`src/rtl/lb_clip_pkg.sv`:
```
// ----------------------------------------------------------------------------
// lb_clip_pkg
// Shared widths, types and helpers of the line clipper pipeline.
// ----------------------------------------------------------------------------
package lb_clip_pkg;

   localparam int COORD_BITS  = 12;
   localparam int FRAC_BITS   = 16;
   localparam int SCOORD_BITS = COORD_BITS + 1;
   localparam int U_BITS      = FRAC_BITS + 1;
   localparam int PROD_BITS   = COORD_BITS + FRAC_BITS + 1;
   localparam int NUM_EDGES   = 4;
   localparam int DIV_STAGES  = 4;
   localparam int DIV_STEPS   = (U_BITS + DIV_STAGES - 1) / DIV_STAGES;
   localparam int CSR_INDEX_BITS = 2;

   typedef logic [COORD_BITS-1:0]         coord_type;
   typedef logic signed [SCOORD_BITS-1:0] scoord_type;
   typedef logic [U_BITS-1:0]             u_type;
   typedef logic [CSR_INDEX_BITS-1:0]     csr_index_type;

   localparam u_type U_ONE = u_type'(1) << FRAC_BITS;
   localparam u_type U_SAT = '1;

   localparam csr_index_type REG_CLIP_LEFT   = 2'd0;
   localparam csr_index_type REG_CLIP_RIGHT  = 2'd1;
   localparam csr_index_type REG_CLIP_BOTTOM = 2'd2;
   localparam csr_index_type REG_CLIP_TOP    = 2'd3;

   localparam coord_type RESET_CLIP_LEFT   = coord_type'(100);
   localparam coord_type RESET_CLIP_RIGHT  = coord_type'(300);
   localparam coord_type RESET_CLIP_BOTTOM = coord_type'(250);
   localparam coord_type RESET_CLIP_TOP    = coord_type'(350);

   typedef enum logic [1:0] {
      EDGE_SKIP,
      EDGE_REJECT,
      EDGE_EXIT,
      EDGE_ENTER
   } edge_kind_type;

   typedef struct packed {
      edge_kind_type kind;
      logic          sat;
   } edge_ctl_type;

   function automatic coord_type mag(scoord_type v);
      scoord_type n;
      n = -v;
      return v[SCOORD_BITS-1] ? n[COORD_BITS-1:0] : v[COORD_BITS-1:0];
   endfunction

   // decide what one edge test does before the quotient is known
   function automatic edge_ctl_type classify(scoord_type p, scoord_type q);
      edge_ctl_type c;
      logic         p_neg;
      logic         q_neg;
      p_neg = p[SCOORD_BITS-1];
      q_neg = q[SCOORD_BITS-1];
      if (p == '0) begin
         c.kind = q_neg ? EDGE_REJECT : EDGE_SKIP;
      end else if (q != '0 && (q_neg != p_neg)) begin
         c.kind = p_neg ? EDGE_SKIP : EDGE_REJECT;
      end else begin
         c.kind = p_neg ? EDGE_ENTER : EDGE_EXIT;
      end
      // quotient of two or more saturates
      c.sat = {1'b0, mag(q)} >= {mag(p), 1'b0};
      return c;
   endfunction

endpackage

```
`src/rtl/lb_clip_div.sv`:
```
// ----------------------------------------------------------------------------
// lb_clip_div
// Pipelined restoring divider, |q|*2^F / |p| over a fixed number of stages.
// ----------------------------------------------------------------------------
module lb_clip_div (
   input  logic                    clock,
   input  logic                    enable,
   input  lb_clip_pkg::coord_type  dividend,
   input  lb_clip_pkg::coord_type  divisor,
   output lb_clip_pkg::u_type      quotient
);

   lb_clip_pkg::coord_type rem_src [lb_clip_pkg::DIV_STAGES];
   lb_clip_pkg::coord_type dvs_src [lb_clip_pkg::DIV_STAGES];
   lb_clip_pkg::u_type     quo_src [lb_clip_pkg::DIV_STAGES];
   logic                   lsb_src [lb_clip_pkg::DIV_STAGES];
   lb_clip_pkg::coord_type rem_in  [lb_clip_pkg::DIV_STAGES];
   lb_clip_pkg::u_type     quo_in  [lb_clip_pkg::DIV_STAGES];
   lb_clip_pkg::coord_type rem_ff  [lb_clip_pkg::DIV_STAGES];
   lb_clip_pkg::coord_type dvs_ff  [lb_clip_pkg::DIV_STAGES];
   lb_clip_pkg::u_type     quo_ff  [lb_clip_pkg::DIV_STAGES];

   genvar s;
   generate
      for (s = 0; s < lb_clip_pkg::DIV_STAGES; s++) begin : g_stage
         if (s == 0) begin : g_first
            // first step brings in the dividend lsb, the rest shift in zeros
            assign rem_src[s] = dividend >> 1;
            assign dvs_src[s] = divisor;
            assign quo_src[s] = '0;
            assign lsb_src[s] = dividend[0];
         end else begin : g_rest
            assign rem_src[s] = rem_ff[s-1];
            assign dvs_src[s] = dvs_ff[s-1];
            assign quo_src[s] = quo_ff[s-1];
            assign lsb_src[s] = 1'b0;
         end

         always_comb begin
            lb_clip_pkg::coord_type   r;
            lb_clip_pkg::u_type       qv;
            logic [lb_clip_pkg::COORD_BITS:0] t;
            int                       k;
            r  = rem_src[s];
            qv = quo_src[s];
            t  = '0;
            for (int j = 0; j < lb_clip_pkg::DIV_STEPS; j++) begin
               k = s * lb_clip_pkg::DIV_STEPS + j;
               if (k < lb_clip_pkg::U_BITS) begin
                  t = {r, (k == 0) ? lsb_src[s] : 1'b0};
                  if (t >= {1'b0, dvs_src[s]}) begin
                     t  = t - {1'b0, dvs_src[s]};
                     qv = {qv[lb_clip_pkg::U_BITS-2:0], 1'b1};
                  end else begin
                     qv = {qv[lb_clip_pkg::U_BITS-2:0], 1'b0};
                  end
                  r = t[lb_clip_pkg::COORD_BITS-1:0];
               end
            end
            rem_in[s] = r;
            quo_in[s] = qv;
         end

         always_ff @(posedge clock) begin
            if (enable) begin
               rem_ff[s] <= rem_in[s];
               dvs_ff[s] <= dvs_src[s];
               quo_ff[s] <= quo_in[s];
            end
         end
      end
   endgenerate

   assign quotient = quo_ff[lb_clip_pkg::DIV_STAGES-1];

endmodule

```
`config.mk`:
```
export PLATFORM = sky130hd
export DESIGN_NAME = lb_clip_div
export DESIGN_NICKNAME = d
export VERILOG_FILES = /design/src/rtl/lb_clip_pkg.sv /design/src/rtl/lb_clip_div.sv
export SDC_FILE = /design/constraint.sdc
export NUM_CORES = 1
export LEC_CHECK = 0
export BUFFER_PORTS_ARGS = -buffer_cell sky130_fd_sc_hd__buf_2
export CORE_ASPECT_RATIO = 2
export CORE_MARGIN = 2
export CORE_UTILIZATION = 59
export DETAILED_ROUTE_END_ITERATION = 8
export PLACE_DENSITY = 0.88
export SYNTH_ARGS = -nofsm -noshare
export SYNTH_HDL_FRONTEND = slang
export SYNTH_SLANG_ARGS = --single-unit
```
`constraint.sdc`:
```
create_clock -name clock -period 11.6 [get_ports clock]
set_input_delay 0 -clock clock [delete_from_list [all_inputs] [get_ports clock]]
set_output_delay 0 -clock clock [all_outputs]
set_load 0.01 [all_outputs]
```
Yosys cells after proc, flatten, opt, wreduce, memory -nomap -nowiden:

Memory sizes are Yosys's and may differ from the RTL's.
Index checks and enable logic that the tools add are counted.

* $add $sub $neg: 17
* order comparisons: 17
* muxes and demuxes: 36

Operator list (count)
* $ge 13x12->1: 16
* $mux 12: 17
* $sub 12x12->12: 17
* $mux 1: 19
* $ge 12x12->1: 1

* bits in registers: 0
* memory bits (writable): 164
* input bits: 26
* output and inout bits: 17
* logic and storage cells: 73
* memories kept: 3

Memory list
* quo_ff: words 4, width 17, read ports 4, clocked after Yosys merged registers in 0, write ports 4, line lb_clip_div.sv:21 `lb_clip_pkg::u_type quo_ff [lb_clip_pkg::DIV_STAGES];`
* dvs_ff: words 4, width 12, read ports 3, clocked after Yosys merged registers in 0, write ports 4, line lb_clip_div.sv:20 `lb_clip_pkg::coord_type dvs_ff [lb_clip_pkg::DIV_STAGES];`
* rem_ff: words 4, width 12, read ports 3, clocked after Yosys merged registers in 0, write ports 4, line lb_clip_div.sv:19 `lb_clip_pkg::coord_type rem_ff [lb_clip_pkg::DIV_STAGES];`

Depth between registers and ports, before layout:

An unclocked memory read counts as a cell.

* depth after elaboration: 11
* gate-level depth with buffers: 56
* depth with buffers taken out: 51

Worst setup path before layout:

Ideal clock, no wire load.

* path type: reg-to-reg
* start point: memory dvs_ff[0][1] (netlist name)
* end point: memory rem_ff[1][10] (netlist name), data pin
* setup time: 0.260 ns
* arrival time: 11.013 ns
* data required time: 11.340 ns
* slack: 0.327 ns
* cell stages (with the launch flop): 54
* path buffers: 6
* period minus slack after synthesis: 11.273 ns
* cell sequence: edfxtp_1 > inv_1 > ha_1 > ha_1 > nand4_1 > nor2_1 > or3_1 > o21ai_2 > clkbuf_1 > nor2_1 > ha_1 > nor2b_1 > o31a_1 > o211ai_1 > nand3_1 > a21oi_1 > nand2_1 > clkbuf_1 > [... 18 more ...] > nand2_1 > a21o_1 > buf_2 > buf_6 > and2_1 > ha_1 > nor2b_1 > o21ai_0 > a21oi_1 > o21ai_0 > a21oi_1 > o21a_1 > o31a_1 > o21ai_0 > nand3b_1 > mux2i_2 > buf_4 > mux2_2

RTL lines (line)
* start, declared: lb_clip_div.sv:20
* end, declared: lb_clip_div.sv:19

==> metrics <==
outcome finished, violations left; failing checks design-rule violations; largest net degree at the start of global routing 90; sequential area share after synthesis 25.3%; # H-tree levels 4; Clock Skew 0.00923 ns; total CTS buffers 17; hold violation count in the final report 0; CTS max path bufs 2; IO Pins 43; Clk Latency, worst-skew pair 0.44 ns; row count 80; M1 WL 14500 µm; worst slew pin tran 1.15 ns; core area 0.0237 mm²; CP max stage delay 0.51 ns; Crit path arrival time 11.77 ns; Req. time, crit path 11.79 ns; vias per cell 6.86; dominant synthesized flop cell edfxtp_1; input/output buffers 42; #FFs+latches synth 119; commonest non-fill, non-tap cell in the layout ha_1; most frequent cells in the layout 179 x ha_1, 145 x nor2_1, 119 x edfxtp_1, 117 x nand2_1, 108 x a21oi_1; Mapped Cells 1593; yosys warns 0; Synthesized Nets 1816; Hold WC Path Type primary input to register; most frequent CP cell a21oi_1; Startpoint Class register; Max-cap violations 0; post-layout instance count excluding filler cells 2037; number of synthesized flops with an enable pin 119; Slew Viols, Final 0; # setup viols final 0; Async SR Flop Fraction 0%; first-pass GRT wire length 71700 µm; final period demand of the worst path 11.58 ns; Final Util 69.3%; 1st-pass router iterations 9; clock net sink count 119; Post-Place Cells 1966; Met3 Wirelength 3500 µm; share of cells above drive strength 1 20.1%; grt total ovfl 0; Max-slew headroom 23.5%; area leader, netlist edfxtp_1; Fill cells 1739; hpwl dp 34600 µm; post-route ant nets 0; Cell Area, Placed 0.0151 mm²; Avg Inst Size Synth 8.87 µm²; Routed WL 47600 µm; Reg clk slew, reported paths 0.06 ns; crit path kind register to register; # nets final 1960; WL per Instance 23.4 µm; Buf/Inv on CP 5; Peak Freq 86.4 MHz; GR Util All Layers 36.9%; slowest CP cell or4_1; die height 223 µm; worst hold margin 0.0416 ns; number of global-route vias before repair 13976; final instance area 0.0164 mm²; Routability Congestion 0.995; buffer type at the clock tree root clkbuf_16; post-synthesis cell area 0.0141 mm²; Die W 113 µm; antenna violations before repair 2; Crit. End Element register; Yosys top cell area share 25.3%; top cells by area, synth edfxtp_1 25%, ha_1 17%, mux2_2 8.0%; Vias 13979; DR iter-0 viols 1292; met2 WL 24000 µm; Seq. cell area 0.00357 mm²; full die area 0.0253 mm²; Crit path max-delay family compound AO/OA/AOI/OAI gates; synth unique cells 78; layout overhead on the synthesized area 16.3%; Multi-input gate area 0.0104 mm²; CTS tree done; crit-path max FO 13; DRC Markers 2; Tcrit/Tclk final 99.8%; uppermost layer routed met4; Initial Util 59.6%
path summary, 6_finish.rpt:
path                  from             to  slack (ns)  cells after the start
max           dvs_ff[0][1]   rem_ff[1][2]        0.02                     48
min                 enable   quo_ff[3][7]        0.04                      1
max reg2reg   dvs_ff[0][1]   rem_ff[1][2]        0.02                     48
min reg2reg  quo_ff[2][11]  quo_ff[3][13]        0.41                      0
kinds of logic after synthesis:
| group | after synthesis | share of synthesized area, % |
|---|---|---|
| AOI/OAI and AO/OA | 467 | 21.7 |
| and+or+nand+nor | 442 | 14.8 |
| adders and majority gates | 197 | 17.7 |
| buffers and inverters | 128 | 3.61 |
| xor gates and xnor gates | 121 | 7.50 |
| muxes | 119 | 9.41 |
| DFF | 119 | 25.3 |
Yosys cell counts, types with 9 or more instances:
library cell,number
a211oi_1,16
a21boi_0,9
a21o_1,63
a21oi_1,118
a31oi_1,12
and3_1,10
clkbuf_1,10
edfxtp_1,119
ha_1,192
inv_1,101
mux2_2,100
mux2i_1,10
nand2_1,117
nand2b_1,28
nand3_1,22
nand4_1,23
nor2_1,145
nor2b_1,24
nor3_1,25
o21a_1,35
o21ai_0,105
o21bai_1,13
o31ai_1,12
or3_1,12
xnor2_1,81
xor2_1,40
through the flow:
stage / setup TNS [ns] / setup slack [ns]
floorplan: 0 / 0.327
global placement: -5.38 / -0.548
detailed placement: -7.95 / -0.742
CTS: 0 / 0.00249
global route: -5.13 / -0.326
finish: 0 / 0.0200
repair_timing:
item	4_1_cts	5_1_grt
hold endpoints to repair	11	0
gates cloned	0	3
hold buffers	11	0
pin swaps	7	17
endpoints found under the setup margin	13	39
gates resized for setup	14	88
buffers inserted	15	10
area by class of cell:
cell class,count,area share (%)
Inverter,105,2.44
Antenna cell,1,0.0152
Timing Repair Buffer,148,6.65
Multi-Input combinational cell,1346,63.3
Clock buffer,17,2.59
Clock inverter,14,1.06
Tap cell,287,2.18
Sequential cell,119,21.7
per-layer routing:
| layer | up-vias | GRT usage, % |
|---|---|---|
| met5 | - | 0 |
| met4 | 0 | 33.1 |
| met3 | 425 | 8.37 |
| met1 | 6489 | 33.3 |
| li1 | 6219 | - |
| met2 | 846 | 66.6 |
registers in the layout, summed over array words and instances (netlist names):
signal  count
dvs_ff     36
quo_ff     47
rem_ff     36
Power is not shown: default switching activity piles up to over one toggle a cycle in this logic, so the estimate is an artifact.
