`src/rtl/lb_clip_pkg.sv`:
```
// ----------------------------------------------------------------------------
// lb_clip_pkg
// Shared widths, types and helpers of the line clipper pipeline.
// ----------------------------------------------------------------------------
package lb_clip_pkg;

   localparam int COORD_BITS  = 12;
   localparam int FRAC_BITS   = 16;
   localparam int SCOORD_BITS = COORD_BITS + 1;
   localparam int U_BITS      = FRAC_BITS + 1;
   localparam int PROD_BITS   = COORD_BITS + FRAC_BITS + 1;
   localparam int NUM_EDGES   = 4;
   localparam int DIV_STAGES  = 4;
   localparam int DIV_STEPS   = (U_BITS + DIV_STAGES - 1) / DIV_STAGES;
   localparam int CSR_INDEX_BITS = 2;

   typedef logic [COORD_BITS-1:0]         coord_type;
   typedef logic signed [SCOORD_BITS-1:0] scoord_type;
   typedef logic [U_BITS-1:0]             u_type;
   typedef logic [CSR_INDEX_BITS-1:0]     csr_index_type;

   localparam u_type U_ONE = u_type'(1) << FRAC_BITS;
   localparam u_type U_SAT = '1;

   localparam csr_index_type REG_CLIP_LEFT   = 2'd0;
   localparam csr_index_type REG_CLIP_RIGHT  = 2'd1;
   localparam csr_index_type REG_CLIP_BOTTOM = 2'd2;
   localparam csr_index_type REG_CLIP_TOP    = 2'd3;

   localparam coord_type RESET_CLIP_LEFT   = coord_type'(100);
   localparam coord_type RESET_CLIP_RIGHT  = coord_type'(300);
   localparam coord_type RESET_CLIP_BOTTOM = coord_type'(250);
   localparam coord_type RESET_CLIP_TOP    = coord_type'(350);

   typedef enum logic [1:0] {
      EDGE_SKIP,
      EDGE_REJECT,
      EDGE_EXIT,
      EDGE_ENTER
   } edge_kind_type;

   typedef struct packed {
      edge_kind_type kind;
      logic          sat;
   } edge_ctl_type;

   function automatic coord_type mag(scoord_type v);
      scoord_type n;
      n = -v;
      return v[SCOORD_BITS-1] ? n[COORD_BITS-1:0] : v[COORD_BITS-1:0];
   endfunction

   // decide what one edge test does before the quotient is known
   function automatic edge_ctl_type classify(scoord_type p, scoord_type q);
      edge_ctl_type c;
      logic         p_neg;
      logic         q_neg;
      p_neg = p[SCOORD_BITS-1];
      q_neg = q[SCOORD_BITS-1];
      if (p == '0) begin
         c.kind = q_neg ? EDGE_REJECT : EDGE_SKIP;
      end else if (q != '0 && (q_neg != p_neg)) begin
         c.kind = p_neg ? EDGE_SKIP : EDGE_REJECT;
      end else begin
         c.kind = p_neg ? EDGE_ENTER : EDGE_EXIT;
      end
      // quotient of two or more saturates
      c.sat = {1'b0, mag(q)} >= {mag(p), 1'b0};
      return c;
   endfunction

endpackage

```
`src/rtl/lb_clip_interp.sv`:
```
// ----------------------------------------------------------------------------
// lb_clip_interp
// One clipped coordinate: start + u*d, rounded to nearest, over two stages.
// ----------------------------------------------------------------------------
module lb_clip_interp (
   input  logic                    clock,
   input  logic                    enable,
   input  lb_clip_pkg::coord_type  start,
   input  lb_clip_pkg::scoord_type delta,
   input  lb_clip_pkg::u_type      u,
   input  logic                    keep,
   output lb_clip_pkg::coord_type  coord
);

   localparam logic [lb_clip_pkg::PROD_BITS-1:0] HALF =
      lb_clip_pkg::PROD_BITS'(1) << (lb_clip_pkg::FRAC_BITS - 1);

   logic [lb_clip_pkg::PROD_BITS-1:0] base_ff;
   logic [lb_clip_pkg::PROD_BITS-1:0] prod_ff;
   logic [lb_clip_pkg::PROD_BITS-1:0] prod_in;
   logic [lb_clip_pkg::PROD_BITS-1:0] sum;
   logic                              neg_ff;
   logic                              keep_ff;
   lb_clip_pkg::coord_type            coord_ff;
   lb_clip_pkg::coord_type            coord_in;

   assign prod_in = lb_clip_pkg::PROD_BITS'(u) *
                    lb_clip_pkg::PROD_BITS'(lb_clip_pkg::mag(delta));

   always_ff @(posedge clock) begin
      if (enable) begin
         base_ff  <= lb_clip_pkg::PROD_BITS'({start, {lb_clip_pkg::FRAC_BITS{1'b0}}});
         prod_ff  <= prod_in;
         neg_ff   <= delta[lb_clip_pkg::SCOORD_BITS-1];
         keep_ff  <= keep;
         coord_ff <= coord_in;
      end
   end

   always_comb begin
      sum      = (neg_ff ? base_ff - prod_ff : base_ff + prod_ff) + HALF;
      coord_in = keep_ff ? sum[lb_clip_pkg::FRAC_BITS +: lb_clip_pkg::COORD_BITS] : '0;
   end

   assign coord = coord_ff;

endmodule
```
`config.mk`:
```
export PLATFORM = sky130hd
export DESIGN_NAME = lb_clip_interp
export DESIGN_NICKNAME = d
export VERILOG_FILES = /design/src/rtl/lb_clip_pkg.sv /design/src/rtl/lb_clip_interp.sv
export SDC_FILE = /design/constraint.sdc
export NUM_CORES = 1
export LEC_CHECK = 0
export BUFFER_PORTS_ARGS = -buffer_cell sky130_fd_sc_hd__buf_2
export CAP_MARGIN = 20
export CORE_UTILIZATION = 30
export CTS_BUF_LIST = sky130_fd_sc_hd__clkbuf_4 sky130_fd_sc_hd__clkbuf_8 sky130_fd_sc_hd__clkbuf_16
export CTS_CLUSTER_DIAMETER = 80
export DETAILED_ROUTE_END_ITERATION = 10
export PLACE_DENSITY = 0.49
export SYNTH_ARGS = -nofsm -noshare
export SYNTH_HDL_FRONTEND = slang
export SYNTH_SLANG_ARGS = --single-unit
```
`constraint.sdc`:
```
create_clock -name clock -period 9.65 [get_ports clock]
set_clock_uncertainty 0.15 [all_clocks]
set_input_delay 0.4825 -clock clock [delete_from_list [all_inputs] [get_ports clock]]
set_output_delay 0.4825 -clock clock [all_outputs]
set_load 0.01 [all_outputs]
```
# ---- After elaboration in Yosys (flattened, before gate mapping)
# Cells that the tools add are included.
dict set report word_totals {
  regBits 54
  input_bits 45
  output_inout_bits 12
  elab_cells 12
}
dict set report op_classes {
  add_sub_neg 4
  mul 1
  n_mux 2
}
# operator count
set ops {}
lappend ops {{$add A28 B16 Y28 const B} 1}
lappend ops {{$add A28 B28 Y28} 1}
lappend ops {{$mul A17 B12 Y28} 1}
lappend ops {{$mux W28} 1}
lappend ops {{$sub A28 B28 Y28} 1}
lappend ops {{$mux W12} 1}
lappend ops {{$neg A12 Y12} 1}

# ---- Logic depth before layout (Yosys ltp)
dict set report logic_depth {
  depth_word 3
  ltp_mapped 31
  mapped_depth_nobuf 28
}

# ---- Least setup slack after synthesis
# OpenSTA, ideal clock, no wires.
dict set report synth_path {
  path_type {input-to-reg}
  from {input delta[0]}
  to {register prod_ff[24] (netlist name), data pin}
  setup_time_ns 0.265
  arrival_time_ns 6.743
  required_time_ns 9.235
  path_slack_ns 2.492
  cell_stages 28
  path_buffers 3
  cell_sequence {clkbuf_1 > clkbuf_1 > inv_1 > ha_1 > nand2_1 > nor2_1 > nand2_1 > o31ai_1 > xnor2_1 > clkbuf_1 > nand2_1 > fa_1 > fa_1 > inv_1 > fa_1 > fa_1 > inv_1 > fa_1 > inv_1 > ha_1 > or3_1 > o32ai_2 > o2111ai_1 > o21a_1 > a211o_1 > a31o_2 > nand4_1 > o211ai_1}
}
dict set report synth_via {
  elab_chain_cells 3
}
# item line_no
set synth_lines {}
lappend synth_lines {{from (decl)} lb_clip_interp.sv:9} ;# input lb_clip_pkg::scoord_type delta,
lappend synth_lines {{$neg A12 Y12} lb_clip_pkg.sv:49} ;# n = -v;
lappend synth_lines {{$mux W12 (*)} lb_clip_pkg.sv:50} ;# return v[SCOORD_BITS-1] ? n[COORD_BITS-1:0] : v[COORD_BITS-1:0];
lappend synth_lines {{$mul A17 B12 Y28 (*)} lb_clip_interp.sv:27} ;# assign prod_in = lb_clip_pkg::PROD_BITS'(u) *
lappend synth_lines {{named net prod_in, one bit} lb_clip_interp.sv:20} ;# logic [lb_clip_pkg::PROD_BITS-1:0] prod_in;
lappend synth_lines {{to (signal assigned)} lb_clip_interp.sv:33} ;# prod_ff <= prod_in;
lappend synth_lines {{to (decl)} lb_clip_interp.sv:19} ;# logic [lb_clip_pkg::PROD_BITS-1:0] prod_ff;
# Mark *: on every way through the listed nets, which the timed path passes. The rest lies on a longest branch.
# A chain may end at the register's enable or synchronous reset.

# ---- Worst setup path in the final report
dict set report layout_path {
  from {input delta[0]}
  to {register prod_ff[27] (netlist name), data pin}
}
# The elaborated chain is that of the path after synthesis.

==> flow_summary_export.csv <==
group,metric,value,unit
detailed_routing,via_per_inst,4.49,
synth,synth-simple-area-share,18.8,%
synth,synth_area_per_cell,9.22,um^2
synth,synth_top_family_by_area,"adder cells",
synth,synth_compound_area_share,8.71,%
clock_tree,cts_resized,0,
die,top_level_ports,57,
sta,setup_viol,0,
setup_path,crit_type,"input port to register",
cells_and_area,area_growth_syn_to_layout,9.34,%
synth,synth_area,9950,um^2
detailed_routing,ant_nets,0,
cells_and_area,fillCellCount,3437,
synth,synthXorXnorAreaFrac,4.55,%
clock_tree,cts_inserted_buffers,5,
placement,gp_congestion,0.822,
die,rows,66,
cells_and_area,layout-drive-gt1-share,9.53,%
sta,maxSlewHeadroom,37.1,%
synth,synthArstFlopShare,0,%
setup_path,cp-end-kind,"register",
sta,fmax,139,MHz
synth,synthFlopType,"edfxtp_1",
synth,synth.distinct_cells,79,
run_status,status,"completed",
synth,yosysSeqAreaShare,16.3,%
job,cap_viol_max_count,0,
grt,first_global_vias,7204,
synth,synth.area.mux_share,0.402,%
clock_tree,cts_tree,"built",
detailed_routing,vias,6983,
synth,syn-instance-count,1080,
sta,period_share,74.3,%
clock_tree,path_clk_slew,0.07,ns
cells_and_area,diodes,0,
clock_tree,clock_latency,0.30,ns
setup_path,cp-start-kind,"input port",
setup_path,r2r_setup_slack,6.25,ns
clock_tree,cts_sinks,54,
grt,grt_pass1_wl,37300,um
clock_tree,cts-root-buf,"clkbuf_16",
detailed_routing,avgRoutedWirePerCell,14.2,um
sta,drv_slew,0,
sta,hold-worst-slack,0.206,ns
detailed_routing,first_pass_iters,4,
sta,worstMarginPinSlew,0.939,ns
grt,grt_start_max_net_pins,55,
cells_and_area,final_core_util,33.4,%
setup_path,reg2reg_depth,10,
sta,rsz0062_at_grt,"no",
synth,synth-edff-count,54,
detailed_routing,finalWirelength,22100,um
setup_path,required,9.54,ns
grt,grt_antenna_before_repair,0,
placement,hpwl,17900,um
die,start_util,30.5,%
synth,synth_fa_ha_area_share,41.2,%
synth,ys_ff_latch,54,
synth,yosysWarnings,0,
placement,port_buffers,56,
setup_path,crit_path_max_fanout,20,
clock_tree,post_cts_buffers,0,
die,die_w,184,um
detailed_routing,drt_iter0_drc,380,
clock_tree,htreeDepth,2,
detailed_routing,drc,0,
cells_and_area,fin_nets,1394,
sta,setup-tns-final,0,ns
grt,overflow,0,
grt,grt_use_total,13.8,%
clock_tree,clock_path_buffers,2,
die,coreArea,32600,um^2
clock_tree,ctsHoldBuffers,0,
hold_path,min_path_cells,1,
setup_path,critPathArrivalTime,7.06,ns
die,fp.dieH,184,um
sta,hold_violations,0,
hold_path,hp-class,"input port to register",
sta,final.min_clock_period,7.17,ns
die,die_area,33900,um^2
synth,synthesis.nets,1363,
[cell usage after synthesis, drive strengths merged (3+ instances only)]
| master | instances | area share, % |
|---|---|---|
| fa | 150 | 30 |
| a221oi | 4 | 0.41 |
| o211ai | 5 | 0.48 |
| o31ai | 7 | 0.67 |
| a21o | 6 | 0.45 |
| a21oi | 28 | 1.4 |
| nand4b | 4 | 0.35 |
| nor3 | 13 | 0.70 |
| inv | 222 | 8.4 |
| nor3b | 3 | 0.28 |
| buf | 4 | 0.25 |
| and3 | 9 | 0.57 |
| nand2 | 152 | 5.7 |
| nand3 | 14 | 0.70 |
| xnor2 | 38 | 3.4 |
| xor2 | 12 | 1.1 |
| a211oi | 5 | 0.48 |
| nand2b | 7 | 0.52 |
| o21bai | 3 | 0.23 |
| o21ai | 19 | 1.1 |
| mux2i | 4 | 0.40 |
| nor2b | 6 | 0.38 |
| a31oi | 10 | 0.63 |
| and2 | 85 | 5.4 |
| ha | 88 | 11 |
| o21a | 6 | 0.45 |
| edfxtp | 54 | 16 |
| nor2 | 34 | 1.3 |
| clkbuf | 34 | 1.4 |
| or2 | 3 | 0.21 |
| or3 | 6 | 0.38 |
| nor4 | 7 | 0.89 |
| nand4 | 6 | 0.68 |
[state kept, by name, indices dropped and copies added, names as in the netlist]
name,flops
prod_ff,28
base_ff,12
coord,12
keep_ff,1
neg_ff,1
[critical path, cell delays in order]
cell and delay (ns):
buf_2 0.34, inv_1 0.09, ha_1 0.22, nand2_1 0.09, nor2_1 0.05, nand2_1 0.08
nand2_1 0.09, xnor2_2 0.72, nand2_1 0.18, fa_1 0.56, inv_1 0.05, fa_1 0.46
fa_1 0.52, fa_1 0.54, inv_1 0.05, fa_1 0.52, inv_1 0.04, ha_1 0.35
nand4_1 0.13, a21oi_1 0.20, nor3_1 0.10, or4_1 0.57, and2_1 0.19, o211ai_2 0.20
and3_1 0.18, nor3_1 0.05
[area by class of cell]
type                    instances  area [um^2]  area share (%)
repair buffers                 62          325            2.99
clock buffers                   5          125            1.15
multi-input cells             766         7380            67.8
flip-flops and latches         54         1620            14.9
inverters                     222          833            7.66
clock inverters                 3         43.8           0.402
well taps                     442          553            5.08
[per-layer routing]
layer | vias up | GRT usage [%] | share of wire, %
li1 | 3474 | - | -
met5 | - | 0 | 0
met1 | 3385 | 20.2 | 51
met2 | 115 | 22.4 | 44
met4 | 0 | 2.23 | 0.75
met3 | 9 | 1.30 | 3.7
[worst paths after layout]
path,startpoint,to
setup / recovery,delta[0],prod_ff[27]$_DFFE_PP_
hold / removal,start[11],base_ff[27]$_DFFE_PP_
setup reg to reg,base_ff[17]$_DFFE_PP_,coord[11]$_SDFFCE_PN0P_
hold reg to reg,keep_ff$_DFFE_PP_,coord[9]$_SDFFCE_PN0P_
[per-stage QoR]
stage	cells	setup WS (ns)	area [um^2]
2_1_floorplan	1080	2.49	9950
3_3_place_gp	1546	2.29	10700
3_5_place_dp	1546	2.15	10700
4_1_cts	1554	2.47	10900
5_1_grt	1554	2.04	10900
6_report	1554	2.48	10900
[cells in the final DEF (no fill, tap or decap), types with 4 or more instances in the layout]
cell / count
inv_1: 221
nand2_1: 152
fa_1: 150
ha_1: 88
and2_1: 84
buf_2: 56
edfxtp_1: 54
nor2_1: 34
xnor2_1: 31
a21oi_1: 28
nand3_1: 14
nor3_1: 12
o21ai_0: 12
xor2_1: 11
a31oi_1: 10
and3_1: 9
xnor2_2: 7
o31ai_1: 6
nand2b_1: 6
a21o_1: 6
or3_1: 6
nor2b_1: 6
o21a_1: 6
buf_4: 6
clkbuf_16: 5
nand4b_1: 4
o21ai_1: 4
nand4_1: 4
nor4_1: 4
mux2i_1: 4
[cell families (layout without fill, tap and decap cells)]
family / after synthesis / count (layout)
and+or+nand+nor: 357 / 357
adders and majority gates: 238 / 238
DFF: 54 / 54
muxes: 4 / 4
xor gates and xnor gates: 50 / 50
AOI/OAI and AO/OA: 117 / 117
buffers and inverters: 260 / 292
Power is not shown: default switching activity piles up to over one toggle a cycle in this logic, so the estimate is an artifact.
